**config.mk**
```make
export PLATFORM = sky130hd
export DESIGN_NAME = c_escape_sequence_decoder_flat
export DESIGN_NICKNAME = d
export VERILOG_FILES = /design/src/hw/rtl/cesd_pkg.sv /design/src/hw/rtl/cesd_ifs.sv /design/src/hw/rtl/cesd_queue.sv /design/src/hw/rtl/cesd_front.sv /design/src/hw/rtl/cesd_back.sv /design/src/hw/rtl/c_escape_sequence_decoder.sv /design/src/flat_wrapper.sv
export VERILOG_INCLUDE_DIRS = /design/src /design/src/hw/rtl
export SDC_FILE = /design/constraint.sdc
export NUM_CORES = 1
export LEC_CHECK = 0
export ABC_AREA = 1
export BUFFER_PORTS_ARGS = -buffer_cell sky130_fd_sc_hd__buf_2
export CAP_MARGIN = 20
export CORE_MARGIN = 2
export CORE_UTILIZATION = 25
export DETAILED_ROUTE_END_ITERATION = 10
export GPL_ROUTABILITY_DRIVEN = 1
export SETUP_SLACK_MARGIN = 0.15
export SYNTH_ARGS = -nofsm -noshare
export SYNTH_HDL_FRONTEND = slang
export SYNTH_SLANG_ARGS = --single-unit
```
**constraint.sdc**
```tcl
create_clock -name i_clk -period 7.6 [get_ports i_clk]
set_clock_uncertainty 0.2 [all_clocks]
set_input_delay 0.38 -clock i_clk [delete_from_list [all_inputs] [get_ports i_clk]]
set_output_delay 0.38 -clock i_clk [all_outputs]
set_load 0.1 [all_outputs]
```
**src/hw/rtl/c_escape_sequence_decoder_macros.svh**
```systemverilog
// Assertion helpers for the escape decoder; every use sits in a module
// that has i_clk and i_rst_n.
`ifndef C_ESCAPE_SEQUENCE_DECODER_MACROS_SVH
`define C_ESCAPE_SEQUENCE_DECODER_MACROS_SVH

// Condition that must hold at every clock edge out of reset.
`define CESD_ASSERT_ALWAYS(lbl, cond, msg) \
    lbl: assert property (@(posedge i_clk) disable iff (!i_rst_n) (cond)) else $error(msg);

// Antecedent implies consequent in the same cycle.
`define CESD_ASSERT_IMPL(lbl, ante, cons, msg) \
    lbl: assert property (@(posedge i_clk) disable iff (!i_rst_n) (ante) |-> (cons)) \
        else $error(msg);

`endif

```
**src/hw/rtl/cesd_pkg.sv**
```systemverilog
`default_nettype none

package cesd_pkg;

    localparam int LENGTH_BITS  = 16;
    localparam int LEN_OUT_BITS = 16;
    localparam int EXT_BITS     = LENGTH_BITS + LEN_OUT_BITS;
    localparam int QDEPTH       = 2;
    localparam int QPTR_BITS    = (QDEPTH > 1) ? $clog2(QDEPTH) : 1;
    localparam int QCNT_BITS    = $clog2(QDEPTH + 1);

    localparam logic [7:0] CH_NUL    = 8'h00;
    localparam logic [7:0] CH_BSLASH = 8'h5C;
    localparam logic [7:0] CH_X      = 8'h78;
    localparam logic [7:0] ESC_CODE  = 8'h1B;

    localparam logic [1:0] OCT_DIGITS = 2'd3;
    localparam logic [1:0] HEX_DIGITS = 2'd2;

    typedef logic [LENGTH_BITS-1:0]  t_count;
    typedef logic [LEN_OUT_BITS-1:0] t_len;
    typedef logic [EXT_BITS-1:0]     t_len_ext;
    typedef logic [QPTR_BITS-1:0]    t_qptr;
    typedef logic [QCNT_BITS-1:0]    t_qcnt;

    typedef enum logic [1:0] {
        PH_TEXT,
        PH_ESC,
        PH_OCT,
        PH_HEX
    } t_phase;

    typedef enum logic [1:0] {
        ACT_NONE,
        ACT_BYTE,
        ACT_END
    } t_act;

    // One queue entry: an optional pending number byte, then one action.
    typedef struct packed {
        logic       has_num;
        logic [7:0] num_val;
        t_act       act;
        logic [7:0] act_val;
    } t_cmd;

    typedef struct packed {
        logic       ok;
        logic [3:0] val;
    } t_digit;

    typedef struct packed {
        logic       hit;
        logic [7:0] code;
    } t_named;

    function automatic t_digit digit_of(input logic [7:0] c);
        t_digit d;
        d.ok  = 1'b1;
        d.val = '0;
        if (c inside {[8'h30:8'h39]}) begin
            d.val = 4'(c - 8'h30);
        end else if (c inside {[8'h61:8'h66]}) begin
            d.val = 4'(c - 8'h57);
        end else if (c inside {[8'h41:8'h46]}) begin
            d.val = 4'(c - 8'h37);
        end else begin
            d.ok = 1'b0;
        end
        return d;
    endfunction

    function automatic t_named named_escape(input logic [7:0] c);
        t_named n;
        n.hit  = 1'b1;
        n.code = '0;
        case (c)
            8'h61: n.code = 8'h07;
            8'h62: n.code = 8'h08;
            8'h65: n.code = ESC_CODE;
            8'h66: n.code = 8'h0C;
            8'h6E: n.code = 8'h0A;
            8'h72: n.code = 8'h0D;
            8'h74: n.code = 8'h09;
            8'h76: n.code = 8'h0B;
            default: n.hit = 1'b0;
        endcase
        return n;
    endfunction

endpackage

`default_nettype wire

```
**src/hw/rtl/cesd_ifs.sv**
```systemverilog
`default_nettype none

interface cesd_in_if;
    logic       valid;
    logic       ready;
    logic [7:0] char_in;

    modport source (output valid, output char_in, input ready);
    modport sink   (input valid, input char_in, output ready);
endinterface

interface cesd_out_if;
    logic                           valid;
    logic                           ready;
    logic [7:0]                     char_out;
    logic                           is_end;
    logic [cesd_pkg::LEN_OUT_BITS-1:0] decoded_length;
    logic                           last;

    modport source (output valid, output char_out, output is_end,
                    output decoded_length, output last, input ready);
    modport sink   (input valid, input char_out, input is_end,
                    input decoded_length, input last, output ready);
endinterface

`default_nettype wire

```
**src/hw/rtl/cesd_queue.sv**
```systemverilog
`default_nettype none

`include "c_escape_sequence_decoder_macros.svh"

module cesd_queue (
    input  wire              i_clk,
    input  wire              i_rst_n,
    input  wire              i_push,
    input  cesd_pkg::t_cmd   i_cmd,
    output logic             o_full,
    input  wire              i_pop,
    output cesd_pkg::t_cmd   o_head,
    output logic             o_nonempty
);

    cesd_pkg::t_cmd  r_mem [cesd_pkg::QDEPTH];
    cesd_pkg::t_qptr r_wr_ptr, n_wr_ptr;
    cesd_pkg::t_qptr r_rd_ptr, n_rd_ptr;
    cesd_pkg::t_qcnt r_count, n_count;

    function automatic cesd_pkg::t_qptr ptr_inc(input cesd_pkg::t_qptr p);
        return (p == cesd_pkg::t_qptr'(cesd_pkg::QDEPTH - 1)) ? '0 : p + 1'b1;
    endfunction

    assign o_full     = (r_count == cesd_pkg::t_qcnt'(cesd_pkg::QDEPTH));
    assign o_nonempty = (r_count != '0);
    assign o_head     = r_mem[r_rd_ptr];

    always_comb begin
        n_wr_ptr = i_push ? ptr_inc(r_wr_ptr) : r_wr_ptr;
        n_rd_ptr = i_pop  ? ptr_inc(r_rd_ptr) : r_rd_ptr;
        n_count  = r_count;
        if (i_push && !i_pop) begin
            n_count = r_count + 1'b1;
        end else if (!i_push && i_pop) begin
            n_count = r_count - 1'b1;
        end
    end

    always_ff @(posedge i_clk) begin
        if (!i_rst_n) begin
            r_wr_ptr <= '0;
            r_rd_ptr <= '0;
            r_count  <= '0;
        end else begin
            r_wr_ptr <= n_wr_ptr;
            r_rd_ptr <= n_rd_ptr;
            r_count  <= n_count;
        end
    end

    always_ff @(posedge i_clk) begin
        if (i_push) begin
            r_mem[r_wr_ptr] <= i_cmd;
        end
    end

    `CESD_ASSERT_ALWAYS(a_count_bound, r_count <= cesd_pkg::t_qcnt'(cesd_pkg::QDEPTH), "queue count past depth")

endmodule

`default_nettype wire

```
**src/hw/rtl/cesd_front.sv**
```systemverilog
`default_nettype none

`include "c_escape_sequence_decoder_macros.svh"

module cesd_front (
    input  wire             i_clk,
    input  wire             i_rst_n,
    cesd_in_if.sink         i_in,
    input  wire             i_full,
    output logic            o_push,
    output cesd_pkg::t_cmd  o_cmd
);

    cesd_pkg::t_phase r_phase, n_phase;
    logic [7:0]       r_num, n_num;
    logic [1:0]       r_dig, n_dig;

    logic             w_acc;
    logic [7:0]       w_c;
    cesd_pkg::t_digit w_digit;
    cesd_pkg::t_named w_named;
    logic             w_is_oct;
    logic             w_base_ok;
    logic [1:0]       w_maxd;
    logic             w_take_digit;
    logic [1:0]       w_dig_inc;
    logic [7:0]       w_num_next;
    logic             w_done;
    logic             w_oct_start;

    assign i_in.ready = !i_full;
    assign w_acc      = i_in.valid && !i_full;
    assign w_c        = i_in.char_in;

    assign w_digit      = cesd_pkg::digit_of(w_c);
    assign w_named      = cesd_pkg::named_escape(w_c);
    assign w_is_oct     = (r_phase == cesd_pkg::PH_OCT);
    assign w_base_ok    = w_digit.ok && (!w_is_oct || !w_digit.val[3]);
    assign w_maxd       = w_is_oct ? cesd_pkg::OCT_DIGITS : cesd_pkg::HEX_DIGITS;
    assign w_take_digit = w_base_ok && (r_dig < w_maxd);
    assign w_dig_inc    = r_dig + 2'd1;
    assign w_num_next   = w_is_oct ? {r_num[4:0], w_digit.val[2:0]} : {r_num[3:0], w_digit.val};
    assign w_done       = (w_dig_inc >= w_maxd);
    assign w_oct_start  = w_c inside {[8'h30:8'h37]};

    // Next phase.
    always_comb begin
        n_phase = r_phase;
        case (r_phase)
            cesd_pkg::PH_TEXT: begin
                n_phase = (w_c == cesd_pkg::CH_BSLASH) ? cesd_pkg::PH_ESC : cesd_pkg::PH_TEXT;
            end
            cesd_pkg::PH_ESC: begin
                if (w_c == cesd_pkg::CH_X) begin
                    n_phase = cesd_pkg::PH_HEX;
                end else if (w_oct_start) begin
                    n_phase = cesd_pkg::PH_OCT;
                end else begin
                    n_phase = cesd_pkg::PH_TEXT;
                end
            end
            cesd_pkg::PH_OCT, cesd_pkg::PH_HEX: begin
                if (w_take_digit) begin
                    n_phase = w_done ? cesd_pkg::PH_TEXT : r_phase;
                end else begin
                    n_phase = (w_c == cesd_pkg::CH_BSLASH) ? cesd_pkg::PH_ESC
                                                           : cesd_pkg::PH_TEXT;
                end
            end
            default: n_phase = cesd_pkg::PH_TEXT;
        endcase
    end

    // Command and number state.
    always_comb begin
        o_cmd.has_num = 1'b0;
        o_cmd.num_val = r_num;
        o_cmd.act     = cesd_pkg::ACT_NONE;
        o_cmd.act_val = w_c;
        n_num         = r_num;
        n_dig         = r_dig;
        case (r_phase)
            cesd_pkg::PH_TEXT: begin
                if (w_c == cesd_pkg::CH_NUL) begin
                    o_cmd.act = cesd_pkg::ACT_END;
                end else if (w_c != cesd_pkg::CH_BSLASH) begin
                    o_cmd.act = cesd_pkg::ACT_BYTE;
                end
            end
            cesd_pkg::PH_ESC: begin
                n_num = '0;
                n_dig = '0;
                if (w_c == cesd_pkg::CH_NUL) begin
                    o_cmd.act = cesd_pkg::ACT_END;
                end else if (w_named.hit) begin
                    o_cmd.act     = cesd_pkg::ACT_BYTE;
                    o_cmd.act_val = w_named.code;
                end else if (w_c == cesd_pkg::CH_X) begin
                    o_cmd.act = cesd_pkg::ACT_NONE;
                end else if (w_oct_start) begin
                    n_num = {5'b0, w_c[2:0]};
                    n_dig = 2'd1;
                end else begin
                    o_cmd.act = cesd_pkg::ACT_BYTE;
                end
            end
            cesd_pkg::PH_OCT, cesd_pkg::PH_HEX: begin
                if (w_take_digit) begin
                    if (w_done) begin
                        o_cmd.act     = cesd_pkg::ACT_BYTE;
                        o_cmd.act_val = w_num_next;
                        n_num         = '0;
                        n_dig         = '0;
                    end else begin
                        n_num = w_num_next;
                        n_dig = w_dig_inc;
                    end
                end else begin
                    // Flush the stopped number, then treat the byte as text.
                    o_cmd.has_num = 1'b1;
                    n_num         = '0;
                    n_dig         = '0;
                    if (w_c == cesd_pkg::CH_NUL) begin
                        o_cmd.act = cesd_pkg::ACT_END;
                    end else if (w_c != cesd_pkg::CH_BSLASH) begin
                        o_cmd.act = cesd_pkg::ACT_BYTE;
                    end
                end
            end
            default: begin
                n_num = '0;
                n_dig = '0;
            end
        endcase
    end

    assign o_push = w_acc && (o_cmd.has_num || (o_cmd.act != cesd_pkg::ACT_NONE));

    always_ff @(posedge i_clk) begin
        if (!i_rst_n) begin
            r_phase <= cesd_pkg::PH_TEXT;
            r_num   <= '0;
            r_dig   <= '0;
        end else if (w_acc) begin
            r_phase <= n_phase;
            r_num   <= n_num;
            r_dig   <= n_dig;
        end
    end

    `CESD_ASSERT_IMPL(a_text_no_number, r_phase == cesd_pkg::PH_TEXT || r_phase == cesd_pkg::PH_ESC, r_num == '0 && r_dig == '0, "number state left over outside a number")

endmodule

`default_nettype wire

```
**src/hw/rtl/cesd_back.sv**
```systemverilog
`default_nettype none

`include "c_escape_sequence_decoder_macros.svh"

module cesd_back (
    input  wire             i_clk,
    input  wire             i_rst_n,
    input  cesd_pkg::t_cmd  i_head,
    input  wire             i_nonempty,
    output logic            o_pop,
    cesd_out_if.source      o_out
);

    logic                r_valid, n_valid;
    logic                r_second, n_second;
    cesd_pkg::t_count    r_cnt, n_cnt;
    logic [7:0]          r_char;
    logic                r_end;
    cesd_pkg::t_len      r_len;
    logic                r_last;

    logic                w_take;
    logic                w_first_num;
    logic                w_emit_byte;
    logic [7:0]          w_byte;
    logic                w_last;
    cesd_pkg::t_len_ext  w_cnt_ext;
    cesd_pkg::t_len      w_len_sat;

    assign w_take      = i_nonempty && (!r_valid || o_out.ready);
    assign w_first_num = i_head.has_num && !r_second;
    assign w_emit_byte = w_first_num || (i_head.act == cesd_pkg::ACT_BYTE);
    assign w_byte      = w_first_num ? i_head.num_val : i_head.act_val;
    assign w_last      = !w_first_num || (i_head.act == cesd_pkg::ACT_NONE);
    assign o_pop       = w_take && w_last;

    assign w_cnt_ext = cesd_pkg::t_len_ext'(r_cnt);
    assign w_len_sat = (w_cnt_ext > cesd_pkg::t_len_ext'({cesd_pkg::LEN_OUT_BITS{1'b1}}))
                     ? '1 : w_cnt_ext[cesd_pkg::LEN_OUT_BITS-1:0];

    always_comb begin
        n_valid  = r_valid;
        n_second = r_second;
        n_cnt    = r_cnt;
        if (w_take) begin
            n_valid  = 1'b1;
            n_second = !w_last;
            if (w_emit_byte) begin
                n_cnt = (r_cnt == '1) ? r_cnt : r_cnt + 1'b1;
            end else begin
                n_cnt = '0;
            end
        end else if (o_out.ready) begin
            n_valid = 1'b0;
        end
    end

    always_ff @(posedge i_clk) begin
        if (!i_rst_n) begin
            r_valid  <= 1'b0;
            r_second <= 1'b0;
            r_cnt    <= '0;
        end else begin
            r_valid  <= n_valid;
            r_second <= n_second;
            r_cnt    <= n_cnt;
        end
    end

    always_ff @(posedge i_clk) begin
        if (w_take) begin
            r_char <= w_emit_byte ? w_byte : 8'h00;
            r_end  <= !w_emit_byte;
            r_len  <= w_emit_byte ? '0 : w_len_sat;
            r_last <= w_last;
        end
    end

    assign o_out.valid          = r_valid;
    assign o_out.char_out       = r_char;
    assign o_out.is_end         = r_end;
    assign o_out.decoded_length = r_len;
    assign o_out.last           = r_last;

    `CESD_ASSERT_IMPL(a_second_half, r_second, i_nonempty && i_head.has_num && i_head.act != cesd_pkg::ACT_NONE, "second result with no action pending")
    `CESD_ASSERT_IMPL(a_end_shape, r_valid && r_end, r_last && r_char == 8'h00, "end word not last or carries a byte")

endmodule

`default_nettype wire

```
**src/hw/rtl/c_escape_sequence_decoder.sv**
```systemverilog
// An accepted byte passes the queue, then the output register, before its first decoded word.
// One input byte per cycle while the queue is not full; a byte that ends a number and also
// yields its own word gives two; the single output register drains one word a cycle if ready.
// Reset (i_rst_n low, synchronous): text phase, number and length cleared, queue and
// output emptied.
`default_nettype none

module c_escape_sequence_decoder (
    input  wire         i_clk,
    input  wire         i_rst_n,
    cesd_in_if.sink     i_in,
    cesd_out_if.source  o_out
);

    // Front to queue: one command word per input byte that yields anything.
    logic           w_push;
    cesd_pkg::t_cmd w_cmd;
    logic           w_full;

    // Queue to back.
    cesd_pkg::t_cmd w_head;
    logic           w_nonempty;
    logic           w_pop;

    // Front: hold escape and number state, classify each byte into a command.
    cesd_front u_front (
        .i_clk   (i_clk),
        .i_rst_n (i_rst_n),
        .i_in    (i_in),
        .i_full  (w_full),
        .o_push  (w_push),
        .o_cmd   (w_cmd)
    );

    // Short queue decouples classification from output stalls.
    cesd_queue u_queue (
        .i_clk      (i_clk),
        .i_rst_n    (i_rst_n),
        .i_push     (w_push),
        .i_cmd      (w_cmd),
        .o_full     (w_full),
        .i_pop      (w_pop),
        .o_head     (w_head),
        .o_nonempty (w_nonempty)
    );

    // Back: expand each command into one or two words, track the decoded length.
    cesd_back u_back (
        .i_clk      (i_clk),
        .i_rst_n    (i_rst_n),
        .i_head     (w_head),
        .i_nonempty (w_nonempty),
        .o_pop      (w_pop),
        .o_out      (o_out)
    );

endmodule

`default_nettype wire

```
**src/flat_wrapper.sv**
```systemverilog
// flat-port wrapper written by rule: the top's interface ports become plain ports
module c_escape_sequence_decoder_flat 
  (i_clk, i_rst_n, i_in_valid, i_in_char_in, i_in_ready, o_out_valid, o_out_char_out, o_out_is_end, o_out_decoded_length, o_out_last, o_out_ready);
  cesd_in_if i_in_i ();
  cesd_out_if o_out_i ();
  input  wire i_clk;
  input  wire i_rst_n;
  input wire logic [$bits(i_in_i.valid)-1:0] i_in_valid;
  input wire logic [$bits(i_in_i.char_in)-1:0] i_in_char_in;
  output wire logic [$bits(i_in_i.ready)-1:0] i_in_ready;
  output wire logic [$bits(o_out_i.valid)-1:0] o_out_valid;
  output wire logic [$bits(o_out_i.char_out)-1:0] o_out_char_out;
  output wire logic [$bits(o_out_i.is_end)-1:0] o_out_is_end;
  output wire logic [$bits(o_out_i.decoded_length)-1:0] o_out_decoded_length;
  output wire logic [$bits(o_out_i.last)-1:0] o_out_last;
  input wire logic [$bits(o_out_i.ready)-1:0] o_out_ready;
  assign i_in_i.valid = i_in_valid;
  assign i_in_i.char_in = i_in_char_in;
  assign i_in_ready = i_in_i.ready;
  assign o_out_valid = o_out_i.valid;
  assign o_out_char_out = o_out_i.char_out;
  assign o_out_is_end = o_out_i.is_end;
  assign o_out_decoded_length = o_out_i.decoded_length;
  assign o_out_last = o_out_i.last;
  assign o_out_i.ready = o_out_ready;
  c_escape_sequence_decoder u_core (.i_clk(i_clk), .i_rst_n(i_rst_n), .i_in(i_in_i), .o_out(o_out_i));
endmodule
```
==> flow_metrics.env, run 1 <==
export IMPL_postPlaceCellArea_um2=5350
export IMPL_cp_common_cell="nand3_1"
export IMPL_path_class="flop to flop"
export IMPL_dr_pass1_iters=5
export IMPL_num_vias=3748
export IMPL_die_h_um=143
export IMPL_critical_path_slowest_cell="dfxtp_1"
export IMPL_numClockSinks=99
export IMPL_numCtsBuffers=9
export IMPL_maxCapViolCount=0
export IMPL_startpoint_type="flop"
export IMPL_slew_violations=0
export IMPL_diodes=0
export IMPL_synth_edf_count=64
export IMPL_synth_flop_cell="edfxtp_1"
export IMPL_yosysMostFrequentCell="nand2_1"
export IMPL_clk_insertion_delay_late_ns=0.34
export IMPL_die_area_um2=20600
export IMPL_vias_per_cell=4.36
export IMPL_synth_distinct_cells=42
export IMPL_worst_setup_path_end_kind="flop"
export IMPL_max_freq_mhz=306
export IMPL_p_per_area_nw_per_um2=388
export IMPL_synth_area_leaders="edfxtp_1 (40%), dfxtp_1 (14%), nand2_1 (9.5%), inv_1 (5.1%), nor2_1 (4.8%)"
export IMPL_status="complete, no violations"
export IMPL_netlist_instances=551
export IMPL_worstMarginPinSlew_ns=0.812
export IMPL_crit_chain="inv_2, nor2_2, ha_1, nand2_1, nand2_1, nand3_1, nand3_1, nand3_1, nand3_1, inv_1"
export IMPL_drt_wl_total_mm=10.5
export IMPL_worst_path_buf_inv=2
export IMPL_crit_family="simple AND/OR/NAND/NOR gates"
export IMPL_synth_commonest_cells="nand2_1 (123), inv_1 (66), edfxtp_1 (64), nor2_1 (62), a21oi_1 (43)"
export IMPL_post_cts_setup_buffers=0
export IMPL_fin_crit_ns=3.27
export IMPL_rsz0062_at_grt="no"
export IMPL_postCtsResizedCells=0
export IMPL_timing_slew_headroom_pct=45.8
export IMPL_async_flop_share_pct=0
export IMPL_grt_pass1_vias=3463
export IMPL_setup_tns_ns=0
export IMPL_hold_violations=0
export IMPL_synth_top_area_cell="edfxtp_1"
export IMPL_clockBufferDepth=2
export IMPL_ir_worst_vdd_uv=126
export IMPL_crit_start="u_core.u_front.r_phase[1]$_SDFFE_PN0P_"
export IMPL_holdCritStartpoint="o_out_ready"
export IMPL_core_area_um2=19300
export IMPL_setup_viol=0
export IMPL_syn_area_um2=4860
export IMPL_drt_initial_drc_count=232
export IMPL_max_stage_delay_ns=0.66
export IMPL_holdCritPathClass="primary input to flop"
export IMPL_worstReg2RegStart="u_core.u_front.r_phase[1]$_SDFFE_PN0P_"
export IMPL_syn_nets=572
export IMPL_fp_dieW_um=143
export IMPL_synth_seq_area_share_pct=53.9
export IMPL_synth_area_per_cell_um2=8.82
export IMPL_grtUsageTotal_pct=10.5
export IMPL_start_util_pct=25.2
export IMPL_fin_area_um2=5630
export IMPL_antenna_found_initial=0
export IMPL_h_tree_depth=3
export IMPL_port_buffers=39
export IMPL_wl_per_cell_um=12.3
export IMPL_required_ns=7.36
export IMPL_row_count=51
export IMPL_worstPathMaxFanout=19
export IMPL_arrival_ns=3.04
export IMPL_power_leakage_uw=0.00222
export IMPL_grt_max_degree=31
export IMPL_ios=40
export IMPL_syn_to_final_growth_pct=15.8
export IMPL_worst_hold_slack_ns=0.186
export IMPL_fin_nets=611
export IMPL_root_buffer="clkbuf_16"
export IMPL_hold_buffers=0
export IMPL_clk_pin_slew_ns=0.06
export IMPL_gp_congestion=0.899
export IMPL_synth_top_area_share_pct=39.5
export IMPL_gr_total_overflow=0
export IMPL_yosys_warnings=0
export IMPL_synth_seq_cells=99
export IMPL_grt_pass1_wl_mm=17.2
export IMPL_dp_hpwl_mm=7.76
export IMPL_route_detailed_drc=0
export IMPL_ant_nets=0
export IMPL_drive_above_1_share_pct=14.6
export IMPL_fin_crit_sh_pct=43.1
export IMPL_cts_tree="built"
## worst register-to-register path, delay by kind of cell (launching register included)
kind / cells / cell delay [ns]
fa+ha+maj: 1 / 0.30
simple gates: 7 / 0.99
buf+inv: 2 / 0.74
flops: 1 / 0.66
## power breakdown
group          leakage (µW)  switching [µW]  total, µW  internal (µW)
Sequential         0.000893            57.6        795            738
Clock              0.000139             182        432            250
Combinational       0.00119             802        960            158
## metrics by stage
stage               cells  power [µW]  utilization [%]  setup WS [ns]
floorplan             551        1600                -           4.44
global placement      844        1770             27.7           4.43
detailed placement    844        1780             27.7           4.35
CTS                   860        2210             29.2           4.31
global route          860        2310             29.2           4.04
finish                860        2190             29.2           4.33
## cell type report
class,count,area [µm²]
Clock buffer,14,275
Clock inverter,2,8.76
Fill cell,2085,13600
Inverter,74,283
Multi-Input combinational cell,365,1900
Sequential cell,99,2620
Tap cell,265,332
Timing Repair Buffer,41,210
## kinds of logic after synthesis
logic type / synth area share, %
compound gates: 12.5
xor+xnor: 0.541
fa+ha+maj: 2.32
buf+inv: 7.15
flops: 53.9
simple gates: 23.5
## flip-flops by register name, indices dropped and copies added, names as in the netlist, 2 cells and up, named ones only
register	count
u_core.u_queue.r_mem	38
u_core.u_front.r_num	8
u_core.u_queue.r_count	2
u_core.u_back.r_cnt	16
u_core.u_front.r_phase	2
u_core.u_back.o_out.decoded_length	16
u_core.u_front.r_dig	2
u_core.u_back.o_out.char_out	8
## per-layer routing
layer	routed length, µm	GRT usage (%)
met4	172	3.66
met5	0	0
met3	540	1.80
met1	5210	14.8
met2	4620	16.4
## final timing paths
kind                                                  to  slack (ns)  cells past startpoint
setup / recovery    u_core.u_queue.r_mem[1][1]$_DFFE_PP_        4.33                     10
hold / removal    u_core.u_back.o_out.valid$_SDFFE_PN0P_        0.19                      4
setup reg to reg    u_core.u_queue.r_mem[1][1]$_DFFE_PP_        4.33                     10
hold reg to reg    u_core.u_queue.r_mem[0][15]$_DFFE_PP_        0.25                      0
## placed cells by master, fill, tap and decap left out, types with 4 or more instances in the layout
cell type	instances
nand2_1	123
inv_1	66
edfxtp_1	64
nor2_1	62
a21oi_1	43
buf_2	39
dfxtp_1	35
o21ai_0	29
nand3_1	15
nor3_1	15
o21ai_1	10
clkbuf_16	10
ha_1	9
a311oi_1	8
nand4_1	7
o211ai_1	6
inv_2	6
nand2_4	5
nor2_4	4
Power figures use the tool's default switching activity.
==> run 2: changes to the inputs <==
--- a/config.mk
+++ b/config.mk
@@ -6,7 +6,7 @@
 export SDC_FILE = /design/constraint.sdc
 export NUM_CORES = 1
 export LEC_CHECK = 0
-export ABC_AREA = 1
+export ABC_AREA = 0
 export BUFFER_PORTS_ARGS = -buffer_cell sky130_fd_sc_hd__buf_2
 export CAP_MARGIN = 20
 export CORE_MARGIN = 2
==> constraint.sdc (replaced) <==
create_clock -name i_clk -period 2.96 [get_ports i_clk]
set_clock_uncertainty 0.2 [all_clocks]
set_input_delay 0.148 -clock i_clk [delete_from_list [all_inputs] [get_ports i_clk]]
set_output_delay 0.148 -clock i_clk [all_outputs]
set_load 0.1 [all_outputs]
==> run 2 against run 1 <==
- first-iteration DRC count decreased by 15%
- worst hold slack worse by 0.14 ns
- via count is 9.5% lower
- largest power group unchanged
==> flow_metrics.env, run 2 <==
export IMPL_status="complete, no violations"
export IMPL_synth_flop_cell="edfxtp_1"
export IMPL_synth_commonest_cells="edfxtp_1 (64), nor2_1 (40), dfxtp_1 (35), nand2_1 (27), and2_1 (19)"
export IMPL_power_switching_uw=2400
export IMPL_wl_per_cell_um=14.4
export IMPL_synth_seq_area_share_pct=54.8
export IMPL_worstPathMaxFanout=7
export IMPL_grt_pass1_wl_mm=17.0
export IMPL_yosys_warnings=0
export IMPL_gp_congestion=0.878
export IMPL_fin_nets=499
export IMPL_syn_area_um2=4780
export IMPL_start_util_pct=25.5
export IMPL_fin_crit_ns=2.65
export IMPL_syn_nets=451
export IMPL_syn_to_final_growth_pct=19.8
export IMPL_fin_crit_sh_pct=89.5
export IMPL_sw_frac_of_total_pct=43.9
export IMPL_clk_insertion_delay_late_ns=0.35
export IMPL_antenna_found_initial=0
export IMPL_synth_distinct_cells=64
export IMPL_dp_cells=699
export IMPL_setup_viol=0
export IMPL_drt_wl_total_mm=10.3
export IMPL_place_ws_ns=0.119
export IMPL_async_flop_share_pct=0
export IMPL_holdCritPathClass="primary input to flop"
export IMPL_p_clk_share_pct=21.4
export IMPL_die_area_um2=20300
export IMPL_netlist_instances=430
export IMPL_synth_top_area_cell="edfxtp_1"
export IMPL_comb_power_share_pct=42.1
export IMPL_worst_setup_path_end_kind="flop"
export IMPL_setup_tns_ns=0
export IMPL_power_leakage_uw=0.00202
export IMPL_port_buffers=39
export IMPL_synth_area_leaders="edfxtp_1 (40%), dfxtp_1 (15%), mux4_2 (3.8%), xor2_1 (3.3%), nor2_1 (3.1%)"
export IMPL_grtUsageTotal_pct=10.7
export IMPL_p_int_uw=3080
export IMPL_synth_edf_count=64
export IMPL_largest_register_ffs=38
export IMPL_numCtsBuffers=9
export IMPL_core_area_um2=18800
export IMPL_worstMarginPinSlew_ns=0.695
export IMPL_arrival_ns=2.60
export IMPL_clockBufferDepth=2
export IMPL_yosysMostFrequentCell="edfxtp_1"
export IMPL_final_cells=717
export IMPL_p_per_area_nw_per_um2=957
export IMPL_cts_tree="built"
export IMPL_path_class="flop to flop"
export IMPL_dp_hpwl_mm=7.52
export IMPL_drt_initial_drc_count=198
export IMPL_top_register="u_core.u_queue.r_mem"
export IMPL_rsz0062_at_grt="no"
export IMPL_route_detailed_drc=0
export IMPL_fillCellCount=1878
export IMPL_ff_latch_area_um2=2620
export IMPL_ios=40
export IMPL_ant_nets=0
export IMPL_synth_area_per_cell_um2=11.1
export IMPL_h_tree_depth=3
export IMPL_slew_violations=0
export IMPL_multi_input_area_um2=2110
export IMPL_post_cts_setup_buffers=0
export IMPL_gr_total_overflow=0
export IMPL_hold_violations=0
export IMPL_most_common_layout_cells="edfxtp_1 (64), nor2_1 (39), buf_2 (39)"
export IMPL_drive_above_1_share_pct=20.9
export IMPL_numClockSinks=99
export IMPL_grt_max_degree=34
export IMPL_synth_top_area_share_pct=40.2
export IMPL_required_ns=2.91
export IMPL_p_seq_share_pct=36.5
export IMPL_grt_pass1_vias=3314
export IMPL_vias_per_cell=4.73
export IMPL_synth_seq_cells=99
export IMPL_diodes=0
export IMPL_setup_slack_ns=0.312
export IMPL_ir_worst_vdd_uv=299
export IMPL_total_power_uw=5480
export IMPL_maxCapViolCount=0
export IMPL_max_freq_mhz=378
export IMPL_row_count=50
export IMPL_die_h_um=142
export IMPL_root_buffer="clkbuf_16"
export IMPL_timing_slew_headroom_pct=53.1
export IMPL_final_common_cell="edfxtp_1"
export IMPL_num_vias=3391
export IMPL_startpoint_type="flop"
export IMPL_clk_pin_slew_ns=0.07
export IMPL_fp_dieW_um=142
export IMPL_dr_pass1_iters=4
==> run 2: power by group through the flow <==
stage / Sequential [µW] / Clock, µW / Combinational [µW]
after detailed placement: 2030 / 0 / 2330
after floorplan: 3110 / 0 / 796
final: 2000 / 1180 / 2310
after CTS: 2000 / 1200 / 2330
after global placement: 2030 / 0 / 2310
after global routing: 2040 / 1260 / 2470
==> run 2: area by class of cell <==
cell class,instances,share of cell area [%]
clock inverters,5,1.05
multi-input cells,301,36.8
flip-flops and latches,99,45.8
repair buffers,57,6.29
clock buffers,11,4.24
well taps,234,5.11
inverters,10,0.677
==> run 2: path summary, 6_finish.rpt <==
path,to,from,cells after the start,slack [ns]
setup / recovery,u_core.u_queue.r_mem[0][3]$_DFFE_PP_,u_core.u_front.r_phase[1]$_SDFFE_PN0P_,9,0.31
hold / removal,u_core.u_front.r_num[2]$_SDFFE_PN0P_,i_in_char_in[2],3,0.05
setup reg to reg,u_core.u_queue.r_mem[0][3]$_DFFE_PP_,u_core.u_front.r_phase[1]$_SDFFE_PN0P_,9,0.31
hold reg to reg,u_core.u_queue.r_mem[1][17]$_DFFE_PP_,u_core.u_front.r_num[7]$_SDFFE_PN0P_,0,0.27
==> run 2: logic make-up (layout without fill, tap and decap cells) <==
kind of cell / count (synthesis) / in the layout / synth area share (%)
compound gates: 79 / 79 / 10.8
xor+xnor: 19 / 19 / 3.48
fa+ha+maj: 9 / 9 / 2.35
buf+inv: 30 / 83 / 2.41
flops: 99 / 99 / 54.8
mux: 20 / 20 / 6.31
simple gates: 174 / 174 / 19.8
==> run 2: per-layer routing <==
metal,global-route usage [%],part of all wire [%],up-vias
li1,-,-,1685
met5,0,0,-
met4,3.86,1.5,0
met3,2.83,4.3,12
met2,17.0,47,74
met1,14.0,47,1620
==> run 2: critical path, cell delays in order, from the launching register on <==
cell and delay [ns]:
dfxtp_1 0.33, nor2b_2 0.24, ha_4 0.17, nor2b_4 0.05, a211oi_1 0.24, a21oi_2 0.11, buf_4 0.16, or3_1 0.51
nor2b_1 0.19, o22ai_1 0.25
==> run 2: what timing repair did <==
item                       CTS  global route
resized for setup            1             2
hold buffers                 2             0
hold endpoints to repair     5             0
setup endpoints to repair    1             7
pin swaps                    0             0
==> run 2: metrics by stage <==
step                      area (µm²)  hold slack [ns]  util, %
after floorplan                 4850            0.148        -
after global placement          5390            0.240     28.7
after detailed placement        5390            0.262     28.7
after CTS                       5720           0.0232     30.5
after global routing            5730           0.0598     30.5
final                           5730           0.0491     30.5
